[src/rtl/pvd_pkg.sv]
// Shared types, widths and a helper function for the prefix varint decoder.
// No dependencies; imported by every module of the block.
package pvd_pkg;

    localparam int BYTE_W   = 8;
    localparam int VALUE_W  = 64;
    localparam int LEN_W    = 4;
    localparam int LEFT_W   = 4;
    localparam int IDX_W    = 3;
    localparam int OUT_W    = 72;
    localparam int NLEAD_W  = 4;

    localparam logic [LEFT_W-1:0]  PAD_LEADS  = 4'd8;
    localparam logic [BYTE_W-1:0]  SHORT_LIM  = 8'h80;

    typedef struct packed {
        logic              valid;
        logic [BYTE_W-1:0] in_byte;
    } pvd_item_t;

    typedef struct packed {
        logic [VALUE_W-1:0] decoded_value;
        logic [LEN_W-1:0]   code_length;
    } pvd_result_t;

    function automatic logic [NLEAD_W-1:0] count_lead_ones(input logic [BYTE_W-1:0] b);
        logic [NLEAD_W-1:0] n;
        logic               stop;
        n    = '0;
        stop = 1'b0;
        for (int i = BYTE_W - 1; i >= 0; i--) begin
            if (!stop && b[i]) begin
                n = n + 1'b1;
            end else begin
                stop = 1'b1;
            end
        end
        return n;
    endfunction

endpackage

[src/rtl/pvd_in_stage.sv]
// Input register stage of the prefix varint decoder.
// Depends on pvd_pkg; feeds pvd_decode.
module pvd_in_stage
    import pvd_pkg::*;
(
    input  logic              aclk,
    input  logic              aresetn,
    input  logic              s_tvalid,
    output logic              s_tready,
    input  logic [BYTE_W-1:0] s_tdata,   // [7:0] in_byte
    input  logic              take,
    output pvd_item_t         item
);

    logic              valid_reg;
    logic              valid_next;
    logic [BYTE_W-1:0] byte_reg;

    assign s_tready   = !valid_reg || take;
    assign valid_next = (s_tvalid && s_tready) || (valid_reg && !take);

    always_ff @(posedge aclk) begin
        if (!aresetn) begin
            valid_reg <= 1'b0;
        end else begin
            valid_reg <= valid_next;
        end
    end

    always_ff @(posedge aclk) begin
        if (s_tvalid && s_tready) begin
            byte_reg <= s_tdata;
        end
    end

    assign item.valid   = valid_reg;
    assign item.in_byte = byte_reg;

endmodule

[src/rtl/pvd_decode.sv]
// Decode state, one-byte merge step and result register of the decoder.
// Depends on pvd_pkg; driven by pvd_in_stage.
module pvd_decode
    import pvd_pkg::*;
(
    input  logic        aclk,
    input  logic        aresetn,
    input  pvd_item_t   item,
    output logic        take,
    output logic        m_tvalid,
    input  logic        m_tready,
    output pvd_result_t result
);

    logic [LEFT_W-1:0]  bytes_left_reg,  bytes_left_next;
    logic [VALUE_W-1:0] acc_reg,         acc_next;
    logic [IDX_W-1:0]   idx_reg,         idx_next;
    logic               pad_reg,         pad_next;
    logic [LEN_W-1:0]   len_reg,         len_next;
    logic               m_valid_reg,     m_valid_next;
    pvd_result_t        res_reg,         res_next;

    logic               emit;
    logic [NLEAD_W-1:0] nlead;
    logic [BYTE_W-1:0]  lead_bits;
    logic [VALUE_W-1:0] merged;
    logic [LEFT_W-1:0]  left_dec;
    logic [LEN_W-1:0]   len_inc;
    logic [BYTE_W-1:0]  b;

    assign b         = item.in_byte;
    assign take      = item.valid && (!m_valid_reg || m_tready);
    assign nlead     = count_lead_ones(b);
    assign lead_bits = b & (8'hFF >> nlead);
    assign merged    = acc_reg | (VALUE_W'(b) << {idx_reg, 3'b000});
    assign left_dec  = bytes_left_reg - 1'b1;
    assign len_inc   = len_reg + 1'b1;

    always_comb begin
        bytes_left_next = bytes_left_reg;
        acc_next        = acc_reg;
        idx_next        = idx_reg;
        pad_next        = pad_reg;
        len_next        = len_reg;
        emit            = 1'b0;
        res_next        = res_reg;
        if (take) begin
            if (pad_reg) begin
                pad_next = 1'b0;
                len_next = len_inc;
            end else if (bytes_left_reg == '0) begin
                if (b < SHORT_LIM) begin
                    emit                   = 1'b1;
                    res_next.decoded_value = VALUE_W'(b);
                    res_next.code_length   = LEN_W'(1);
                end else begin
                    acc_next        = VALUE_W'(lead_bits) << {nlead, 3'b000};
                    bytes_left_next = LEFT_W'(nlead);
                    idx_next        = '0;
                    pad_next        = (LEFT_W'(nlead) == PAD_LEADS);
                    len_next        = LEN_W'(1);
                end
            end else begin
                acc_next        = merged;
                idx_next        = idx_reg + 1'b1;
                bytes_left_next = left_dec;
                len_next        = len_inc;
                if (left_dec == '0) begin
                    emit                   = 1'b1;
                    res_next.decoded_value = merged;
                    res_next.code_length   = len_inc;
                end
            end
        end
        m_valid_next = emit || (m_valid_reg && !m_tready);
    end

    always_ff @(posedge aclk) begin
        if (!aresetn) begin
            bytes_left_reg <= '0;
            acc_reg        <= '0;
            idx_reg        <= '0;
            pad_reg        <= 1'b0;
            len_reg        <= '0;
            m_valid_reg    <= 1'b0;
        end else begin
            bytes_left_reg <= bytes_left_next;
            acc_reg        <= acc_next;
            idx_reg        <= idx_next;
            pad_reg        <= pad_next;
            len_reg        <= len_next;
            m_valid_reg    <= m_valid_next;
        end
    end

    always_ff @(posedge aclk) begin
        res_reg <= res_next;
    end

    assign m_tvalid = m_valid_reg;
    assign result   = res_reg;

    a_pad_needs_eight: assert property (@(posedge aclk) disable iff (!aresetn)
        pad_reg |-> bytes_left_reg == PAD_LEADS)
        else $error("pad pending without eight data bytes left");

    a_left_range: assert property (@(posedge aclk) disable iff (!aresetn)
        bytes_left_reg <= PAD_LEADS)
        else $error("bytes left out of range");

    a_short_code: assert property (@(posedge aclk) disable iff (!aresetn)
        (m_valid_reg && res_reg.code_length == LEN_W'(1)) |->
            res_reg.decoded_value < VALUE_W'(SHORT_LIM))
        else $error("one-byte code with large value");

    a_no_drop: assert property (@(posedge aclk) disable iff (!aresetn)
        (m_valid_reg && !m_tready) |=> m_valid_reg)
        else $error("stalled result lost");

endmodule

[src/rtl/prefix_varint_decoder.sv]
// Top level of the prefix varint decoder.
// Depends on pvd_pkg, pvd_in_stage and pvd_decode.
//
// Input channel s_*: one encoded byte per item, lead byte first.
// Result channel m_*: one item per completed code, holding the 64-bit
// value and the code length in bytes (1 to 10).
// Path: the final byte of a code passes through the input register,
// then the merge step into the result register.
// Throughput: one byte per cycle while no result waits on m_tready; the
// merge of a byte into the accumulator is a single shift and OR between
// the input register and the result register.
// Reset: aresetn low for one clock clears both valid flags and the
// decode state, so the next byte is taken as a lead byte.
// Stall: while m_tready is low a waiting result holds; the input
// register takes at most one more byte, then s_tready drops until the
// result is taken. No byte, not even one that produces no result,
// leaves the input register while the result waits.
module prefix_varint_decoder
    import pvd_pkg::*;
(
    input  logic              aclk,
    input  logic              aresetn,
    input  logic              s_tvalid,
    output logic              s_tready,
    input  logic [BYTE_W-1:0] s_tdata,   // [7:0] in_byte
    output logic              m_tvalid,
    input  logic              m_tready,
    output logic [OUT_W-1:0]  m_tdata    // [63:0] decoded_value, [67:64] code_length, rest 0
);

    pvd_item_t   item;
    pvd_result_t result;
    logic        take;

    pvd_in_stage u_in (
        .aclk     (aclk),
        .aresetn  (aresetn),
        .s_tvalid (s_tvalid),
        .s_tready (s_tready),
        .s_tdata  (s_tdata),
        .take     (take),
        .item     (item)
    );

    pvd_decode u_dec (
        .aclk     (aclk),
        .aresetn  (aresetn),
        .item     (item),
        .take     (take),
        .m_tvalid (m_tvalid),
        .m_tready (m_tready),
        .result   (result)
    );

    assign m_tdata = {{(OUT_W - VALUE_W - LEN_W){1'b0}}, result.code_length,
                      result.decoded_value};

endmodule

[config.mk]
export PLATFORM = sky130hd
export DESIGN_NAME = prefix_varint_decoder
export DESIGN_NICKNAME = d
export VERILOG_FILES = /design/src/rtl/pvd_pkg.sv /design/src/rtl/pvd_in_stage.sv /design/src/rtl/pvd_decode.sv /design/src/rtl/prefix_varint_decoder.sv
export SDC_FILE = /design/constraint.sdc
export NUM_CORES = 1
export LEC_CHECK = 0
export BUFFER_PORTS_ARGS = -buffer_cell sky130_fd_sc_hd__buf_2
export CAP_MARGIN = 30
export CORE_MARGIN = 8
export CORE_UTILIZATION = 60
export CTS_BUF_LIST = sky130_fd_sc_hd__clkbuf_4 sky130_fd_sc_hd__clkbuf_8
export DETAILED_ROUTE_END_ITERATION = 16
export GPL_TIMING_DRIVEN = 0
export HOLD_SLACK_MARGIN = 0.15
export PLACE_DENSITY_LB_ADDON = 0.12
export SLEW_MARGIN = 20
export SYNTH_ARGS = -nofsm -noshare
export SYNTH_HDL_FRONTEND = slang
export SYNTH_SLANG_ARGS = --single-unit
export TNS_END_PERCENT = 100
[constraint.sdc]
create_clock -name aclk -period 6.85 [get_ports aclk]
set_input_delay 0 -clock aclk [delete_from_list [all_inputs] [get_ports aclk]]
set_output_delay 0 -clock aclk [all_outputs]
set_load 0.03 [all_outputs]
==> flow_summary_export.csv <==
group,metric,value,unit
global_routing,grt_overflow,0,
logic_synthesis,yosysTopAreaCell,"edfxtp_1",
floorplanning,core_area,0.01137,mm²
clocking,clockRootBuffer,"clkbuf_8",
final_layout,antenna_cells,0,
sta,holdWs,0.2394,ns
sta,rsz0062_at_grt,"no",
logic_synthesis,syn-cell-area,0.006952,mm²
final_layout,layout_commonest_cell,"nor2_1",
setup_path,path_delay_family,"adder cells",
final_layout,largest_reg_flops,68,
sta,hold_viol_final,0,
logic_synthesis,synth-seq-cells,154,
logic_synthesis,synthDistinctLibCells,56,
setup_path,start_kind,"register",
setup_path,crit_top_cell,"ha_1",
placed_design,placedCellCount,971,
routing,drc,0,
setup_path,worstPathRequired,7.21,ns
setup_path,reg2reg_slack,0.52,ns
final_layout,nFillCells,875,
routing,drt-initial-drc-count,823,
sta,fin_crit,6.331,ns
run_status,outcome,"completed",
logic_synthesis,synth_top_cell_area_share,32.83,%
clocking,post_cts_buffers,0,
routing,dr.pass1.iters,7,
floorplanning,fp.dieH,123.6,µm
setup_path,cp_max_fo,10,
floorplanning,start_util,61.14,%
logic_synthesis,synthFlopType,"dfxtp_1",
global_routing,grt_max_degree,52,
global_routing,grt_pass1_vias,6044,
setup_path,cp-end-kind,"register",
logic_synthesis,syn_inst,742,
sta,timing.fmax,157.9,MHz
logic_synthesis,synth_edf_count,76,
clocking,clkTransAtPathRegs,0.08,ns
floorplanning,die_x,123.6,µm
placed_design,hpwlAfterDp,13.64,mm
power_and_ir_drop,power-per-cell-area,237.4,mW/mm²
routing,wl,19.94,mm
final_layout,synthToLayoutAreaGrowth,15.95,%
sta,fin_tns_setup,0,ns
floorplanning,die_area,0.01529,mm²
routing,viasPerCell,6.178,
sta,post-route-period-util,92.43,%
power_and_ir_drop,power.total,1.913,mW
logic_synthesis,synthTopCellsByArea,"edfxtp_1, dfxtp_1, a21oi_1",
global_routing,grt_pass1_wl,31.09,mm
placed_design,gp_congestion,0.9565,
placed_design,port_buffers,81,
global_routing,grtUsageTotal,26.47,%
global_routing,grt_antenna_before_repair,0,
sta,worst_slew_pin_slew,0.9560,ns
setup_path,crit_buf_inv,5,
sta,finalSetupViolations,0,
clocking,htreeDepth,4,
routing,wl_per_cell,19.64,µm
floorplanning,io_pins,86,
clocking,cts_buffers,17,
floorplanning,row_count,39,
setup_path,crit_arrival,6.69,ns
power_and_ir_drop,p_leak,2.958,nW
sta,slew_viol_final,0,
routing,vias,6271,
setup_path,slowest_delay,0.51,ns
logic_synthesis,synth.avg_cell_area,9.369,µm²
clocking,clk-insertion-delay-late,0.46,ns
sta,slew-limit-headroom,35.99,%
clocking,cts_tree,"built",
clocking,clk_path_buf_depth,2,
logic_synthesis,async_flop_share,0,%
setup_path,crit_slowest_cell,"edfxtp_1",
final_layout,drive_gt1_share,15.48,%
run,cap_violations,0,
routing,ant_nets,0,
final_layout,mostFrequentLayoutCells,"nor2_1, a21oi_1, buf_2",
power_and_ir_drop,ir_drop,0.0001716,V
logic_synthesis,ys_warn_count,0,
clocking,cts.sinks,154,
final_layout,final_nets,881,
logic_synthesis,ys_seq_area_share,55.29,%
setup_path,worstSetupPathType,"register to register",
final_layout,final_cells,1015,
sta,final.setup_skew,0.01329,ns
worst_hold_path,min_path_type,"input pin to register",
## kinds of logic after synthesis
logic type,share of synthesized area [%]
XOR/XNOR,0.7381
multiplexers,1.314
other,0.05394
AND/OR/NAND/NOR,17.60
AO/OA/AOI/OAI,18.88
adder cells (fa/ha/maj),1.800
flip-flops,55.29
buffers and inverters,4.320
## metal layers
layer  vias up  track usage [%]  wire, µm
li1       2893                -         -
met1      2961            33.88      8079
met2       371            42.02      9192
met5         -                0         0
met3        46            5.621      2039
met4         0            12.94       624
## area by class of cell
class | count | area (µm²) | share of cell area, %
Buffer | 61 | 254.0 | 3.151
Clock buffer | 20 | 256.5 | 3.182
Clock inverter | 12 | 75.07 | 0.9314
Inverter | 13 | 51.30 | 0.6364
Multi-Input combinational cell | 517 | 2840 | 35.24
Sequential cell | 154 | 3844 | 47.69
Tap cell | 143 | 178.9 | 2.220
Timing Repair Buffer | 95 | 560.5 | 6.954
## metrics by stage
stage	cell area, µm²	util (%)	worst slack [ns]
floorplan	6963	-	1.382
global placement	7547	66.38	0.1594
detailed placement	7600	66.84	0.03538
CTS	8058	70.87	0.3001
global route	8060	70.89	0.1367
finish	8060	70.89	0.5186
## report_power, final
| group | switching, mW | internal (mW) |
|---|---|---|
| combinational | 0.211 | 0.0773 |
| sequential | 0.0180 | 1.00 |
| clock | 0.345 | 0.259 |
| total | 0.574 | 1.34 |
## path summary, 6_finish.rpt
check,cells past startpoint,endpoint,start
worst min-delay path,2,u_in.byte_reg[2]$_DFFE_PP_,s_tdata[2]
worst max register to register,26,u_dec.acc_reg[19]$_SDFFE_PN0P_,u_in.byte_reg[7]$_DFFE_PP_
worst min register to register,2,u_dec.acc_reg[60]$_SDFFE_PN0P_,u_dec.acc_reg[60]$_SDFFE_PN0P_
worst max-delay path,26,u_dec.acc_reg[19]$_SDFFE_PN0P_,u_in.byte_reg[7]$_DFFE_PP_
## timing repair
| item | 4_1_cts | 5_1_grt |
|---|---|---|
| endpoints found under the setup margin | 1 | 21 |
| hold endpoints to repair | 49 | 0 |
| gates resized for setup | 1 | 4 |
| hold buffers | 12 | 0 |
## synth_stat cells, types with 4 or more instances
cell type,count
a211oi_1,17
a21oi_1,107
a22o_1,8
a22oi_1,16
and2_1,8
buf_1,4
buf_4,5
clkbuf_1,49
dfxtp_1,78
edfxtp_1,76
ha_1,10
inv_1,13
mux2i_1,8
nand2_1,52
nand2b_1,5
nand3_1,14
nand3b_1,7
nand4_1,5
nor2_1,120
nor2b_1,5
nor3_1,27
nor3b_1,4
o21a_1,4
o21ai_0,44
o22ai_1,7
Power figures use the tool's default switching activity.
